$ cat config.mk
export PLATFORM = sky130hd
export DESIGN_NAME = drive_power_state_machine_flat
export DESIGN_NICKNAME = d
export VERILOG_FILES = /design/src/rtl/core/dps_pkg.sv /design/src/rtl/core/dps_if.sv /design/src/rtl/core/dps_step.sv /design/src/rtl/core/dps_rsp_reg.sv /design/src/rtl/core/drive_power_state_machine.sv /design/src/flat_wrapper.sv
export SDC_FILE = /design/constraint.sdc
export NUM_CORES = 1
export LEC_CHECK = 0
export BUFFER_PORTS_ARGS = -buffer_cell sky130_fd_sc_hd__buf_2
export CAP_MARGIN = 0
export CORE_AREA = 5 5 100 102
export DETAILED_ROUTE_END_ITERATION = 10
export DIE_AREA = 0 0 105 107
export GPL_TIMING_DRIVEN = 0
export PLACE_DENSITY = 0.77
export SYNTH_ARGS = -nofsm -noshare
export SYNTH_HDL_FRONTEND = slang
export SYNTH_SLANG_ARGS = --single-unit
$ cat constraint.sdc
create_clock -name clock -period 4 [get_ports clock]
set_input_delay 1.2 -clock clock [delete_from_list [all_inputs] [get_ports clock]]
set_output_delay 1.2 -clock clock [all_outputs]
set_load 0.05 [all_outputs]
$ cat src/rtl/core/dps_pkg.sv
package dps_pkg;

   // Drive states, one-hot
   typedef enum logic [8:0] {
      ST_START    = 9'b000000001,
      ST_NOTREADY = 9'b000000010,
      ST_DISABLED = 9'b000000100,
      ST_READY    = 9'b000001000,
      ST_SWON     = 9'b000010000,
      ST_OPEN     = 9'b000100000,
      ST_QSTOP    = 9'b001000000,
      ST_FREACT   = 9'b010000000,
      ST_FAULT    = 9'b100000000
   } state_type;

   // Pending option actions
   typedef enum logic [2:0] {
      PD_NONE     = 3'd0,
      PD_QSTOP    = 3'd1,
      PD_SHUTDOWN = 3'd2,
      PD_DISOP    = 3'd3,
      PD_FREACT   = 3'd4
   } pend_type;

   // Drive state codes as reported on the result channel
   localparam logic [3:0] DS_START    = 4'd0;
   localparam logic [3:0] DS_NOTREADY = 4'd1;
   localparam logic [3:0] DS_DISABLED = 4'd2;
   localparam logic [3:0] DS_READY    = 4'd3;
   localparam logic [3:0] DS_SWON     = 4'd4;
   localparam logic [3:0] DS_OPEN     = 4'd5;
   localparam logic [3:0] DS_QSTOP    = 4'd6;
   localparam logic [3:0] DS_FREACT   = 4'd7;
   localparam logic [3:0] DS_FAULT    = 4'd8;

   // Configuration register indexes
   localparam logic [2:0] CFG_QUICK_STOP = 3'd0;
   localparam logic [2:0] CFG_SHUTDOWN   = 3'd1;
   localparam logic [2:0] CFG_DISABLE_OP = 3'd2;
   localparam logic [2:0] CFG_FAULT_REACT = 3'd3;
   localparam logic [2:0] CFG_OP_MODE    = 3'd4;

   localparam logic [3:0] OPT_NONE      = 4'd0;
   localparam logic [3:0] MODE_PROFILE  = 4'd1;
   localparam logic [3:0] MODE_VELOCITY = 4'd2;
   localparam logic [3:0] MODE_RESET    = 4'd3;

   // Statusword bits
   localparam logic [15:0] SW_STATE_MASK = 16'h006F;
   localparam logic [15:0] SW_REMOTE     = 16'h0200;
   localparam logic [15:0] SW_TARGET     = 16'h0400;
   localparam int          SW_VOLTAGE_BIT  = 4;
   localparam int          SW_FOLLOWS_BIT  = 12;
   localparam int          SW_MOTOR_EN_BIT = 13;

   localparam logic [15:0] SW_DISABLED = 16'h0040;
   localparam logic [15:0] SW_READY    = 16'h0021;
   localparam logic [15:0] SW_SWON     = 16'h0023;
   localparam logic [15:0] SW_OPEN     = 16'h0027;
   localparam logic [15:0] SW_QSTOP    = 16'h0007;
   localparam logic [15:0] SW_FREACT   = 16'h000F;
   localparam logic [15:0] SW_FAULT    = 16'h0008;

   // Controlword command masks and values
   localparam logic [15:0] CW_M87 = 16'h0087;
   localparam logic [15:0] CW_M86 = 16'h0086;
   localparam logic [15:0] CW_M82 = 16'h0082;
   localparam logic [15:0] CW_M8F = 16'h008F;
   localparam logic [15:0] CW_SHUTDOWN   = 16'h0006;
   localparam logic [15:0] CW_QUICK_STOP = 16'h0002;
   localparam logic [15:0] CW_DISABLE_V  = 16'h0000;
   localparam logic [15:0] CW_SWITCH_ON  = 16'h0007;
   localparam logic [15:0] CW_ENABLE_OP  = 16'h000F;
   localparam logic [15:0] CW_FAULT_RST  = 16'h0080;
   localparam int          CW_FAULT_RST_BIT = 7;
   localparam int          CW_RELATIVE_BIT  = 6;

   typedef struct packed {
      logic [3:0] quick_stop_option;
      logic [3:0] shutdown_option;
      logic [3:0] disable_op_option;
      logic [3:0] fault_reaction_option;
      logic [3:0] operating_mode;
   } cfg_type;

   typedef struct packed {
      logic [15:0] control_word;
      logic        motor_running;
      logic        motor_idle;
      logic        motor_faulted;
      logic        fault_present;
      logic        alignment_done;
      logic        bus_voltage_fault;
   } req_type;

   typedef struct packed {
      logic [15:0] status_word;
      logic [3:0]  drive_state;
      logic [2:0]  pending_action;
      logic        start_motor;
      logic        stop_motor;
      logic        force_motor_idle;
      logic        alarm_clear;
      logic        relative_move;
      logic        brake_applied;
      logic        high_power_on;
      logic        function_enabled;
      logic        config_allowed;
   } rsp_type;

   function automatic logic [3:0] state_code(state_type st);
      logic [3:0] code;
      case (st)
         ST_START:    code = DS_START;
         ST_NOTREADY: code = DS_NOTREADY;
         ST_DISABLED: code = DS_DISABLED;
         ST_READY:    code = DS_READY;
         ST_SWON:     code = DS_SWON;
         ST_OPEN:     code = DS_OPEN;
         ST_QSTOP:    code = DS_QSTOP;
         ST_FREACT:   code = DS_FREACT;
         ST_FAULT:    code = DS_FAULT;
         default:     code = DS_NOTREADY;
      endcase
      return code;
   endfunction

   function automatic logic cmd_is(logic [15:0] cw, logic [15:0] mask, logic [15:0] val);
      return (cw & mask) == val;
   endfunction

   // Option codes whose characteristic completes in one tick
   function automatic logic action_ok(logic [3:0] code);
      return (code >= 4'd1 && code <= 4'd4) || code == 4'd6;
   endfunction

endpackage

$ cat src/rtl/core/dps_if.sv
interface dps_req_if;
   import dps_pkg::*;
   logic        valid;
   logic        ready;
   logic [15:0] control_word;
   logic        motor_running;
   logic        motor_idle;
   logic        motor_faulted;
   logic        fault_present;
   logic        alignment_done;
   logic        bus_voltage_fault;

   modport source (output valid, control_word, motor_running, motor_idle, motor_faulted,
                   fault_present, alignment_done, bus_voltage_fault, input ready);
   modport sink (input valid, control_word, motor_running, motor_idle, motor_faulted,
                 fault_present, alignment_done, bus_voltage_fault, output ready);
endinterface

interface dps_rsp_if;
   import dps_pkg::*;
   logic        valid;
   logic        ready;
   logic [15:0] status_word;
   logic [3:0]  drive_state;
   logic [2:0]  pending_action;
   logic        start_motor;
   logic        stop_motor;
   logic        force_motor_idle;
   logic        alarm_clear;
   logic        relative_move;
   logic        brake_applied;
   logic        high_power_on;
   logic        function_enabled;
   logic        config_allowed;

   modport source (output valid, status_word, drive_state, pending_action, start_motor,
                   stop_motor, force_motor_idle, alarm_clear, relative_move, brake_applied,
                   high_power_on, function_enabled, config_allowed, input ready);
   modport sink (input valid, status_word, drive_state, pending_action, start_motor,
                 stop_motor, force_motor_idle, alarm_clear, relative_move, brake_applied,
                 high_power_on, function_enabled, config_allowed, output ready);
endinterface

$ cat src/rtl/core/dps_step.sv
module dps_step #(
   parameter int STARTUP_TICKS = 10
) (
   input  dps_pkg::cfg_type   cfg,
   input  dps_pkg::req_type   req,
   input  dps_pkg::state_type state_cur,
   input  dps_pkg::pend_type  pend_cur,
   input  logic [$clog2(STARTUP_TICKS+1)-1:0] count_cur,
   input  logic [15:0]        sticky_cur,
   output dps_pkg::state_type state_nxt,
   output dps_pkg::pend_type  pend_nxt,
   output logic [$clog2(STARTUP_TICKS+1)-1:0] count_nxt,
   output logic [15:0]        sticky_nxt,
   output dps_pkg::rsp_type   rsp
);
   import dps_pkg::*;

   localparam int CntW = $clog2(STARTUP_TICKS + 1);

   logic [15:0] s;
   logic [15:0] w;
   logic [15:0] cw;
   state_type   st1;
   logic        early;
   logic        qs_stay;
   logic        start_m;
   logic        fidle;
   logic        aclr;
   logic        rel;
   logic        brake;
   logic        hp;
   logic        fn;
   logic        cfga;

   assign qs_stay = (cfg.quick_stop_option >= 4'd5) && (cfg.quick_stop_option <= 4'd8);

   always_comb begin
      s         = sticky_cur;
      st1       = state_cur;
      pend_nxt  = pend_cur;
      count_nxt = count_cur;
      early     = 1'b0;
      start_m   = 1'b0;
      fidle     = 1'b0;
      aclr      = 1'b0;
      rel       = 1'b0;
      cw        = req.control_word;

      // Resolve the pending action left by the previous request
      if (pend_cur != PD_NONE &&
          (cfg.operating_mode == MODE_PROFILE || cfg.operating_mode == MODE_VELOCITY)) begin
         s[SW_FOLLOWS_BIT] = 1'b0;
      end else begin
         s[SW_FOLLOWS_BIT] = 1'b1;
      end
      case (pend_cur)
         PD_QSTOP: begin
            // Ramp-and-stay codes map onto 1..4, so any code 1..8 completes
            if (cfg.quick_stop_option >= 4'd1 && cfg.quick_stop_option <= 4'd8) begin
               pend_nxt = PD_NONE;
               if (qs_stay) s = s | SW_TARGET;
               else st1 = ST_DISABLED;
            end
         end
         PD_SHUTDOWN: begin
            if (action_ok(cfg.shutdown_option)) begin
               pend_nxt = PD_NONE;
               st1      = ST_READY;
            end
         end
         PD_DISOP: begin
            if (action_ok(cfg.disable_op_option)) begin
               pend_nxt = PD_NONE;
               st1      = ST_SWON;
            end
         end
         PD_FREACT: begin
            if (action_ok(cfg.fault_reaction_option)) begin
               pend_nxt = PD_NONE;
               st1      = ST_FAULT;
            end
         end
         default: ;
      endcase

      // One step of the power state machine
      w                  = s;
      w[SW_MOTOR_EN_BIT] = req.motor_running;
      w                  = w & ~SW_STATE_MASK;
      state_nxt          = st1;
      case (st1)
         ST_START: begin
            if (count_cur >= CntW'(STARTUP_TICKS)) begin
               count_nxt = '0;
               state_nxt = ST_NOTREADY;
            end else begin
               count_nxt = count_cur + CntW'(1);
            end
         end
         ST_NOTREADY: begin
            if (req.alignment_done) state_nxt = ST_DISABLED;
         end
         ST_DISABLED: begin
            w = w | SW_DISABLED;
            if (cmd_is(cw, CW_M87, CW_SHUTDOWN)) state_nxt = ST_READY;
         end
         ST_READY: begin
            w = w | SW_READY;
            if (cmd_is(cw, CW_M86, CW_QUICK_STOP) || cmd_is(cw, CW_M82, CW_DISABLE_V)) begin
               state_nxt = ST_DISABLED;
            end else if (cmd_is(cw, CW_M8F, CW_SWITCH_ON) ||
                         cmd_is(cw, CW_M8F, CW_ENABLE_OP)) begin
               if (!req.bus_voltage_fault) state_nxt = ST_SWON;
            end
         end
         ST_SWON: begin
            w = w | SW_SWON;
            if (cmd_is(cw, CW_M87, CW_SHUTDOWN)) begin
               state_nxt = ST_READY;
            end else if (cmd_is(cw, CW_M86, CW_QUICK_STOP) ||
                         cmd_is(cw, CW_M82, CW_DISABLE_V)) begin
               state_nxt = ST_DISABLED;
            end else if (cmd_is(cw, CW_M8F, CW_ENABLE_OP)) begin
               start_m = req.motor_idle;
               if (req.motor_running) state_nxt = ST_OPEN;
            end
         end
         ST_OPEN: begin
            w = w | SW_OPEN;
            // A motor fault wins over any command
            if (req.motor_faulted) begin
               state_nxt = ST_FREACT;
            end else if (cmd_is(cw, CW_M8F, CW_SWITCH_ON)) begin
               if (cfg.disable_op_option != OPT_NONE) begin
                  pend_nxt = PD_DISOP;
                  early    = 1'b1;
               end else begin
                  state_nxt = ST_SWON;
               end
            end else if (cmd_is(cw, CW_M86, CW_QUICK_STOP)) begin
               state_nxt = ST_QSTOP;
               early     = 1'b1;
            end else if (cmd_is(cw, CW_M87, CW_SHUTDOWN)) begin
               if (cfg.shutdown_option != OPT_NONE) begin
                  pend_nxt = PD_SHUTDOWN;
                  early    = 1'b1;
               end else begin
                  state_nxt = ST_READY;
               end
            end else if (cmd_is(cw, CW_M82, CW_DISABLE_V)) begin
               state_nxt = ST_DISABLED;
            end else begin
               rel = cw[CW_RELATIVE_BIT];
            end
         end
         ST_QSTOP: begin
            w = w | SW_QSTOP;
            if (!req.motor_running || cmd_is(cw, CW_M82, CW_DISABLE_V)) begin
               state_nxt = ST_DISABLED;
               pend_nxt  = PD_NONE;
               early     = 1'b1;
            end else if (cfg.quick_stop_option != OPT_NONE) begin
               pend_nxt = PD_QSTOP;
               early    = 1'b1;
            end else begin
               state_nxt = ST_DISABLED;
            end
         end
         ST_FREACT: begin
            w = w | SW_FREACT;
            if (cfg.fault_reaction_option != OPT_NONE) begin
               pend_nxt = PD_FREACT;
               early    = 1'b1;
            end else begin
               state_nxt = ST_FAULT;
            end
         end
         ST_FAULT: begin
            w = w | SW_FAULT;
            // Automatic reset once no fault remains
            if (!req.fault_present) begin
               fidle = 1'b1;
               cw    = CW_FAULT_RST;
            end
            if (cw[CW_FAULT_RST_BIT]) begin
               aclr      = 1'b1;
               state_nxt = ST_DISABLED;
            end
         end
         default: begin
            w         = '0;
            state_nxt = ST_NOTREADY;
         end
      endcase

      // Flags of the final state
      case (state_nxt)
         ST_SWON: begin
            brake = 1'b1; hp = 1'b1; fn = 1'b0; cfga = 1'b1;
         end
         ST_OPEN, ST_QSTOP, ST_FREACT: begin
            brake = 1'b0; hp = 1'b1; fn = 1'b1; cfga = 1'b0;
         end
         default: begin
            brake = 1'b1; hp = 1'b0; fn = 1'b0; cfga = 1'b1;
         end
      endcase

      // Keep the resolved statusword when the step ends early
      if (!early) begin
         w[SW_VOLTAGE_BIT] = hp;
         w                 = w | SW_REMOTE;
         sticky_nxt        = w;
      end else begin
         sticky_nxt = s;
      end

      rsp.status_word      = sticky_nxt;
      rsp.drive_state      = state_code(state_nxt);
      rsp.pending_action   = pend_nxt;
      rsp.start_motor      = start_m;
      rsp.stop_motor       = !fn && req.alignment_done && req.motor_running;
      rsp.force_motor_idle = fidle;
      rsp.alarm_clear      = aclr;
      rsp.relative_move    = rel;
      rsp.brake_applied    = brake;
      rsp.high_power_on    = hp;
      rsp.function_enabled = fn;
      rsp.config_allowed   = cfga;
   end

endmodule

$ cat src/rtl/core/dps_rsp_reg.sv
module dps_rsp_reg (
   input  logic             clock,
   input  logic             reset,
   input  logic             load,
   input  dps_pkg::rsp_type data,
   output logic             free,
   dps_rsp_if.source        rsp_bus
);
   import dps_pkg::*;

   logic    valid_ff;
   logic    valid_in;
   rsp_type data_ff;

   // Slot is free when empty or being drained this cycle
   assign free     = !valid_ff || rsp_bus.ready;
   assign valid_in = load || (valid_ff && !rsp_bus.ready);

   always_ff @(posedge clock) begin
      if (reset) begin
         valid_ff <= 1'b0;
      end else begin
         valid_ff <= valid_in;
      end
   end

   always_ff @(posedge clock) begin
      if (load) begin
         data_ff <= data;
      end
   end

   assign rsp_bus.valid            = valid_ff;
   assign rsp_bus.status_word      = data_ff.status_word;
   assign rsp_bus.drive_state      = data_ff.drive_state;
   assign rsp_bus.pending_action   = data_ff.pending_action;
   assign rsp_bus.start_motor      = data_ff.start_motor;
   assign rsp_bus.stop_motor       = data_ff.stop_motor;
   assign rsp_bus.force_motor_idle = data_ff.force_motor_idle;
   assign rsp_bus.alarm_clear      = data_ff.alarm_clear;
   assign rsp_bus.relative_move    = data_ff.relative_move;
   assign rsp_bus.brake_applied    = data_ff.brake_applied;
   assign rsp_bus.high_power_on    = data_ff.high_power_on;
   assign rsp_bus.function_enabled = data_ff.function_enabled;
   assign rsp_bus.config_allowed   = data_ff.config_allowed;

endmodule

$ cat src/rtl/core/drive_power_state_machine.sv
// A request waits in the request register until the response slot is free; its response is
// then registered. Throughput: one request per cycle unless responses stall; the drive state,
// pending action, start-up count and statusword commit with it for the next request to see.
// Reset (synchronous, active high) returns the axis to the start state with no pending
// action, a zero start-up count and statusword, and the option registers at their defaults.
module drive_power_state_machine #(
   parameter int STARTUP_TICKS = 10
) (
   input  logic        clock,
   input  logic        reset,
   input  logic        csr_we,
   input  logic [2:0]  csr_index,
   input  logic [3:0]  csr_wdata,
   dps_req_if.sink     req_bus,
   dps_rsp_if.source   rsp_bus
);
   import dps_pkg::*;

   localparam int CntW = $clog2(STARTUP_TICKS + 1);

   cfg_type            cfg_ff;
   req_type            req_ff;
   logic               req_valid_ff;
   logic               req_valid_in;
   state_type          state_ff;
   state_type          state_in;
   pend_type           pend_ff;
   pend_type           pend_in;
   logic [CntW-1:0]    count_ff;
   logic [CntW-1:0]    count_in;
   logic [15:0]        sticky_ff;
   logic [15:0]        sticky_in;
   rsp_type            rsp_data;
   logic               rsp_free;
   logic               advance;
   logic               req_take;

   // Advance when a request is held and the response slot can take it
   assign advance      = req_valid_ff && rsp_free;
   assign req_bus.ready = !req_valid_ff || advance;
   assign req_take     = req_bus.valid && req_bus.ready;
   assign req_valid_in = req_take || (req_valid_ff && !advance);

   // Hold the option registers
   always_ff @(posedge clock) begin
      if (reset) begin
         cfg_ff.quick_stop_option     <= OPT_NONE;
         cfg_ff.shutdown_option       <= OPT_NONE;
         cfg_ff.disable_op_option     <= OPT_NONE;
         cfg_ff.fault_reaction_option <= OPT_NONE;
         cfg_ff.operating_mode        <= MODE_RESET;
      end else if (csr_we) begin
         case (csr_index)
            CFG_QUICK_STOP:  cfg_ff.quick_stop_option     <= csr_wdata;
            CFG_SHUTDOWN:    cfg_ff.shutdown_option       <= csr_wdata;
            CFG_DISABLE_OP:  cfg_ff.disable_op_option     <= csr_wdata;
            CFG_FAULT_REACT: cfg_ff.fault_reaction_option <= csr_wdata;
            CFG_OP_MODE:     cfg_ff.operating_mode        <= csr_wdata;
            default: ;
         endcase
      end
   end

   // Capture the request
   always_ff @(posedge clock) begin
      if (reset) begin
         req_valid_ff <= 1'b0;
      end else begin
         req_valid_ff <= req_valid_in;
      end
   end

   always_ff @(posedge clock) begin
      if (req_take) begin
         req_ff.control_word      <= req_bus.control_word;
         req_ff.motor_running     <= req_bus.motor_running;
         req_ff.motor_idle        <= req_bus.motor_idle;
         req_ff.motor_faulted     <= req_bus.motor_faulted;
         req_ff.fault_present     <= req_bus.fault_present;
         req_ff.alignment_done    <= req_bus.alignment_done;
         req_ff.bus_voltage_fault <= req_bus.bus_voltage_fault;
      end
   end

   dps_step #(
      .STARTUP_TICKS (STARTUP_TICKS)
   ) u_step (
      .cfg        (cfg_ff),
      .req        (req_ff),
      .state_cur  (state_ff),
      .pend_cur   (pend_ff),
      .count_cur  (count_ff),
      .sticky_cur (sticky_ff),
      .state_nxt  (state_in),
      .pend_nxt   (pend_in),
      .count_nxt  (count_in),
      .sticky_nxt (sticky_in),
      .rsp        (rsp_data)
   );

   // Commit the axis state on each advanced request
   always_ff @(posedge clock) begin
      if (reset) begin
         state_ff  <= ST_START;
         pend_ff   <= PD_NONE;
         count_ff  <= '0;
         sticky_ff <= '0;
      end else if (advance) begin
         state_ff  <= state_in;
         pend_ff   <= pend_in;
         count_ff  <= count_in;
         sticky_ff <= sticky_in;
      end
   end

   dps_rsp_reg u_rsp_reg (
      .clock   (clock),
      .reset   (reset),
      .load    (advance),
      .data    (rsp_data),
      .free    (rsp_free),
      .rsp_bus (rsp_bus)
   );

   a_advance_gives_rsp: assert property (@(posedge clock) disable iff (reset)
      advance |=> rsp_bus.valid)
      else $error("advanced request produced no response");

   a_count_only_in_start: assert property (@(posedge clock) disable iff (reset)
      count_ff != '0 |-> state_ff == ST_START)
      else $error("start-up count running outside start state");

   a_state_holds_idle: assert property (@(posedge clock) disable iff (reset)
      !advance |=> $stable(state_ff) && $stable(pend_ff) && $stable(sticky_ff))
      else $error("axis state moved without a request");

   a_alarm_clear_to_disabled: assert property (@(posedge clock) disable iff (reset)
      rsp_bus.valid && (rsp_bus.alarm_clear || rsp_bus.force_motor_idle) |->
         rsp_bus.drive_state == DS_DISABLED && rsp_bus.alarm_clear)
      else $error("fault reset response not in switch-on disabled");

endmodule

$ cat src/flat_wrapper.sv
// flat-port wrapper written by rule: the top's interface ports become plain ports
module drive_power_state_machine_flat import dps_pkg::*;
#(
   parameter int STARTUP_TICKS = 10
)
  (clock, reset, csr_we, csr_index, csr_wdata, req_bus_valid, req_bus_control_word, req_bus_motor_running, req_bus_motor_idle, req_bus_motor_faulted, req_bus_fault_present, req_bus_alignment_done, req_bus_bus_voltage_fault, req_bus_ready, rsp_bus_valid, rsp_bus_status_word, rsp_bus_drive_state, rsp_bus_pending_action, rsp_bus_start_motor, rsp_bus_stop_motor, rsp_bus_force_motor_idle, rsp_bus_alarm_clear, rsp_bus_relative_move, rsp_bus_brake_applied, rsp_bus_high_power_on, rsp_bus_function_enabled, rsp_bus_config_allowed, rsp_bus_ready);
  dps_req_if req_bus_i ();
  dps_rsp_if rsp_bus_i ();
  input  logic clock;
  input  logic reset;
  input  logic csr_we;
  input  logic [2:0] csr_index;
  input  logic [3:0] csr_wdata;
  input wire logic [$bits(req_bus_i.valid)-1:0] req_bus_valid;
  input wire logic [$bits(req_bus_i.control_word)-1:0] req_bus_control_word;
  input wire logic [$bits(req_bus_i.motor_running)-1:0] req_bus_motor_running;
  input wire logic [$bits(req_bus_i.motor_idle)-1:0] req_bus_motor_idle;
  input wire logic [$bits(req_bus_i.motor_faulted)-1:0] req_bus_motor_faulted;
  input wire logic [$bits(req_bus_i.fault_present)-1:0] req_bus_fault_present;
  input wire logic [$bits(req_bus_i.alignment_done)-1:0] req_bus_alignment_done;
  input wire logic [$bits(req_bus_i.bus_voltage_fault)-1:0] req_bus_bus_voltage_fault;
  output wire logic [$bits(req_bus_i.ready)-1:0] req_bus_ready;
  output wire logic [$bits(rsp_bus_i.valid)-1:0] rsp_bus_valid;
  output wire logic [$bits(rsp_bus_i.status_word)-1:0] rsp_bus_status_word;
  output wire logic [$bits(rsp_bus_i.drive_state)-1:0] rsp_bus_drive_state;
  output wire logic [$bits(rsp_bus_i.pending_action)-1:0] rsp_bus_pending_action;
  output wire logic [$bits(rsp_bus_i.start_motor)-1:0] rsp_bus_start_motor;
  output wire logic [$bits(rsp_bus_i.stop_motor)-1:0] rsp_bus_stop_motor;
  output wire logic [$bits(rsp_bus_i.force_motor_idle)-1:0] rsp_bus_force_motor_idle;
  output wire logic [$bits(rsp_bus_i.alarm_clear)-1:0] rsp_bus_alarm_clear;
  output wire logic [$bits(rsp_bus_i.relative_move)-1:0] rsp_bus_relative_move;
  output wire logic [$bits(rsp_bus_i.brake_applied)-1:0] rsp_bus_brake_applied;
  output wire logic [$bits(rsp_bus_i.high_power_on)-1:0] rsp_bus_high_power_on;
  output wire logic [$bits(rsp_bus_i.function_enabled)-1:0] rsp_bus_function_enabled;
  output wire logic [$bits(rsp_bus_i.config_allowed)-1:0] rsp_bus_config_allowed;
  input wire logic [$bits(rsp_bus_i.ready)-1:0] rsp_bus_ready;
  assign req_bus_i.valid = req_bus_valid;
  assign req_bus_i.control_word = req_bus_control_word;
  assign req_bus_i.motor_running = req_bus_motor_running;
  assign req_bus_i.motor_idle = req_bus_motor_idle;
  assign req_bus_i.motor_faulted = req_bus_motor_faulted;
  assign req_bus_i.fault_present = req_bus_fault_present;
  assign req_bus_i.alignment_done = req_bus_alignment_done;
  assign req_bus_i.bus_voltage_fault = req_bus_bus_voltage_fault;
  assign req_bus_ready = req_bus_i.ready;
  assign rsp_bus_valid = rsp_bus_i.valid;
  assign rsp_bus_status_word = rsp_bus_i.status_word;
  assign rsp_bus_drive_state = rsp_bus_i.drive_state;
  assign rsp_bus_pending_action = rsp_bus_i.pending_action;
  assign rsp_bus_start_motor = rsp_bus_i.start_motor;
  assign rsp_bus_stop_motor = rsp_bus_i.stop_motor;
  assign rsp_bus_force_motor_idle = rsp_bus_i.force_motor_idle;
  assign rsp_bus_alarm_clear = rsp_bus_i.alarm_clear;
  assign rsp_bus_relative_move = rsp_bus_i.relative_move;
  assign rsp_bus_brake_applied = rsp_bus_i.brake_applied;
  assign rsp_bus_high_power_on = rsp_bus_i.high_power_on;
  assign rsp_bus_function_enabled = rsp_bus_i.function_enabled;
  assign rsp_bus_config_allowed = rsp_bus_i.config_allowed;
  assign rsp_bus_i.ready = rsp_bus_ready;
  drive_power_state_machine #(.STARTUP_TICKS(STARTUP_TICKS)) u_core (.clock(clock), .reset(reset), .csr_we(csr_we), .csr_index(csr_index), .csr_wdata(csr_wdata), .req_bus(req_bus_i), .rsp_bus(rsp_bus_i));
endmodule
Word level (Yosys, flattened, before mapping)
Cells that the tools add are included.
Widths: inputs -> output; s select.
- register bits after elaboration: 99
- latch bits: 0
- bits in writable memories: 0
- ROM bits: 0
- output and inout bits: 34
- word-level logic and storage cells: 192
- memories kept: 0
- add/sub/neg operators: 1
- multipliers: 0
- divide/modulo/power cells: 0
- $lt $le $gt $ge: 10
- eq/ne operators: 34
- shift operators: 0
- muxes and demuxes: 68
- bitwise gates (word level): 3
- reductions and logical operators: 47
- operators with widths (cell ; count):
    $mux 9 ; 26
    $pmux 16 s8 ; 1
    $pmux 9 s9 ; 1
    $mux 3 ; 13
    $pmux 9 s4 ; 1
    $mux 11 ; 3
    $pmux 4 s8 ; 1
    $eq 9x1->1 const B ; 2
    $eq 9x3->1 const B ; 2
    $eq 9x4->1 const B ; 2
    $eq 9x5->1 const B ; 2
    $eq 9x6->1 const B ; 2
    $eq 9x7->1 const B ; 2
    $eq 9x8->1 const B ; 2
    $eq 9x9->1 const B ; 2
    $eq 4x3->1 const B ; 4
    $ge 4x1->1 const B ; 4
    $logic_not 16->1 ; 1
    $mux 16 ; 1
    $mux 8 ; 2
    $reduce_bool 4->1 ; 4
    $mux 1 ; 15
    $eq 3x2->1 const B ; 4
    $le 4x3->1 const B ; 3
    26 further kinds ; 63

Depth between registers and ports, before layout
- depth after elaboration: 17
- depth in mapped cells: 11
- mapped depth without buffers: 8

Hierarchy
From an unflattened synthesis, not the netlist that was laid out.
- cells, all modules: 582
- area, all modules: 5975.7 um^2
- modules (own cells, without submodules) (module ; instances ; cells an instance ; area each (um^2) ; sequential area each (um^2)):
    drive_power_state_machine ; 1 ; 249 ; 2920.3 ; 1721.7
    dps_step ; 1 ; 297 ; 2048.2 ; 0.0
    dps_rsp_reg ; 1 ; 36 ; 1007.2 ; 980.9

Least setup slack after synthesis
OpenSTA, ideal clock, no wires.
- path type: input -> register
- from: input rsp_bus_ready
- to: register u_core.u_rsp_reg.data_ff (netlist bit u_core.u_rsp_reg.rsp_bus.alarm_clear) (enable)
- library setup time: 0.407 ns
- arrival time: 2.858 ns
- required time: 3.593 ns
- setup slack: 0.735 ns
- stages: 5
- path buffers: 2
- cells stage by stage: nor2b_1 -> nand2b_1 -> clkbuf_1 -> inv_1 -> clkbuf_1
- word-level cells in the longest chain between the ends: 2
- RTL lines (element ; RTL line ; RTL):
    start, declared ; flat_wrapper.sv:36 ; input wire logic [$bits(rsp_bus_i.ready)-1:0] rsp_bus_ready;
    $logic_or 1x1->1 ; dps_rsp_reg.sv:16 ; assign free = !valid_ff || rsp_bus.ready;
    $logic_and 1x1->1 ; drive_power_state_machine.sv:39 ; assign advance = req_valid_ff && rsp_free;
    net u_core.advance ; drive_power_state_machine.sv:35 ; logic advance;
    end signal, assigned ; dps_rsp_reg.sv:29 ; data_ff <= data;
    end, declared ; dps_rsp_reg.sv:13 ; rsp_type data_ff;
The timed path passes the listed nets, and every way through them passes these cells.
A chain may end at the register's enable or synchronous reset.

==> results.yml <==
timing:
  setup_tns_ps: 0
  timing.final.ws_setup_ps: 642
  setup_viol: 0
  rsz0062_at_grt: "no"
  min_period_ps: 3360
  worstMarginPinSlew_ps: 932
  max_freq_mhz: 298
  max_slew_margin_pct: 37.9
  fin_skew_ps: 13.7
  hold_viol_final: 0
  whs_ps: 457
  min_period_over_period_pct: 84.0
  report.final.slew_viol_count: 0
final_layout:
  layoutNonFillerInstCount: 699
  diodes: 0
  fin_util_pct: 61.0
  fin_area_sq_um: 5500
  area_growth_pct: 12.6
  fin_nets: 619
  drive_above_1_share_pct: 17.2
  fillers: 778
job:
  cap_violations: 0
synth:
  ys.warnings.count: 0
  async_flop_share_pct: 0
  yosysTopAreaCellShare_pct: 26.4
  syn_nets: 552
  yosysTopAreaCell: "edfxtp_1"
  ys_top_cells_by_count: "nor2_1 (74), dfxtp_1 (53), edfxtp_1 (43)"
  synthFlopType: "dfxtp_1"
  syn_inst: 516
  avgSynthCellArea_sq_um: 9.47
  synth-seq-area-share_pct: 48.1
  ys_ff_latch: 96
  synth_area_sq_um: 4890
  netlist-cell-type-count: 75
  yosysMostFrequentCell: "nor2_1"
  synth-edff-count: 43
  ys_top_cells_by_area: "edfxtp_1 (26%), dfxtp_1 (22%), nor2_1 (5.7%)"
critical_path:
  crit_type: "reg -> reg"
  critical_path.slowest_cell: "a41oi_1"
  crit_chain: "or3_1 -> buf_2 -> a41oi_1 -> or4_4 -> nand3_4 -> nor3_2 -> nor4_1 -> buf_2 -> a31oi_1 -> nand4_1"
  start_kind: "register"
  cp.required_ps: 4070
  cpPeakStageDelay_ps: 520
  worstSetupEndpointType: "register"
  cp_common_cell: "buf_2"
  crit_arrival_ps: 3430
  crit_path_max_fanout: 10
routing:
  via_per_inst: 6.24
  vias: 4360
  drt-total-wl_mm: 12.9
  dr.first_iter.drc_count: 349
  antenna_left: 0
  first_pass_iters: 5
  drcViolationCount: 0
  wl_per_cell_microns: 18.4
placed_design:
  dp_hpwl_mm: 9.84
  placed_cells: 683
  dpl_cell_area_sq_um: 5310
  preCtsSetupSlack_ps: 492
  io_buffer_count: 56
  gp_congestion: 0.914
floorplanning:
  dieArea_sq_um: 11200
  initial_utilization_pct: 54.2
  die_x_microns: 105
  placementRows: 35
  coreArea_sq_um: 9020
  io_pins: 68
  die_h_microns: 107
outcome:
  status: "finished, final reports clean"
pwr:
  p_total_mw: 2.07
  p_leak_nw: 2.08
  ir_worst_vdd_mv: 0.202
  powerDensity_nw_per_um2: 376
clock_tree:
  htreeDepth: 3
  cts.clk_slew.worst_paths_ps: 110
  clockBufferDepth: 2
  cts_hold_buffers: 0
  clk_latency_ps: 380
  clk_root_buffer_cell: "clkbuf_8"
  cts_setup_buffers: 0
  cts_tree: "built"
  cts_buffers: 9
  clock_sinks: 96
  cts_resized: 0
global_route:
  use_met3_pct: 3.67
  grt-ovfl-total: 0
  grt_use_met1_pct: 32.4
  grt_pass1_vias: 3960
  globalRoute.busiestLayer: "met2"
  use_met2_pct: 35.5
  grt_use_total_pct: 22.8
  grt_first_pass_wirelength_mm: 20.4
  grt_antenna_before_repair: 0
  grt_max_degree: 41
hold_path:
  min_path_type: "reg -> reg"
## power breakdown
group / internal [mW] / leakage [nW] / switching [mW]
Combinational: 0.101 / 1.15 / 0.240
Sequential: 1.07 / 0.835 / 0.0242
Clock: 0.259 / 0.101 / 0.382
## flip-flops by register name (all words and copies together), names as in the netlist
register and count:
u_core.u_rsp_reg.rsp_bus.config_allowed 1, u_core.count_ff 4, u_core.pend_ff 3, u_core.u_rsp_reg.rsp_bus.stop_motor 1, u_core.u_rsp_reg.rsp_bus.drive_state 4, u_core.req_valid_ff 1, u_core.u_rsp_reg.rsp_bus.start_motor 1, u_core.req_ff 12
u_core.cfg_ff 20, u_core.u_rsp_reg.rsp_bus.valid 1, u_core.u_rsp_reg.rsp_bus.alarm_clear 1, u_core.u_rsp_reg.rsp_bus.pending_action 3, u_core.sticky_ff 15, u_core.u_rsp_reg.rsp_bus.function_enabled 1, u_core.u_rsp_reg.rsp_bus.status_word 16, u_core.state_ff 9
u_core.u_rsp_reg.rsp_bus.force_motor_idle 1, u_core.u_rsp_reg.rsp_bus.high_power_on 1, u_core.u_rsp_reg.rsp_bus.relative_move 1
## routing by layer
layer | share of wire, % | vias up
li1 | - | 2070
met1 | 44 | 2061
met2 | 46 | 205
met3 | 8.1 | 24
met4 | 1.9 | 0
met5 | 0 | -
## area by class of cell
cell class                 instances  area [sq um]  area share, %
buffer                            21          92.6           1.68
clock buffer                      10           138           2.50
clock inverter                     6          57.6           1.05
inverter                          11          41.3          0.750
multi-input combinational        388          2400           43.7
sequential                        96          2350           42.7
tap                              111           139           2.52
timing repair buffer              56           280           5.09
## path summary, 6_finish.rpt
check	from	to	slack [ps]	cells past startpoint
max	u_core.cfg_ff[16]	u_core.u_rsp_reg.rsp_bus.drive_state[0]	640	10
min	u_core.sticky_ff[14]	u_core.sticky_ff[14]	460	1
max reg2reg	u_core.cfg_ff[16]	u_core.u_rsp_reg.rsp_bus.drive_state[0]	640	10
min reg2reg	u_core.sticky_ff[14]	u_core.sticky_ff[14]	460	1
## critical path, delay by kind of cell (launching register included)
kind,cells,cell delay [ps]
simple gates,6,1580
compound gates,2,730
buf+inv,2,390
flops,1,350
## placed cells by master, fill, tap and decap left out, types with 3 or more instances in the layout
master     n
o31ai_1    5
a21o_1     4
nor3_1    17
or4_1      3
nor4_1    11
nand2_1   36
dfxtp_1   53
nor2b_1   17
clkbuf_1  13
a31oi_1    4
nand3_1   19
nand4_1   12
and3_1     6
o22ai_1    6
or3_1      7
nor2_1    74
and2_1     8
clkbuf_8  10
nand2b_1   7
o211ai_1   3
inv_1     11
edfxtp_1  43
nand3b_1   4
buf_2     60
nor3b_1    4
a21oi_1   28
a211oi_1   8
a2111o_1   3
o21ai_0   20
mux2i_1   22
## logic make-up after synthesis
kind of cell | share of synthesized area [%]
muxes | 4.74
AOI/OAI and AO/OA | 16.5
buffers and inverters | 2.71
DFF | 48.1
adders and majority gates | 0.512
xor gates and xnor gates | 0.179
and+or+nand+nor | 27.2
No activity file was read; power rests on OpenSTA's default activity.
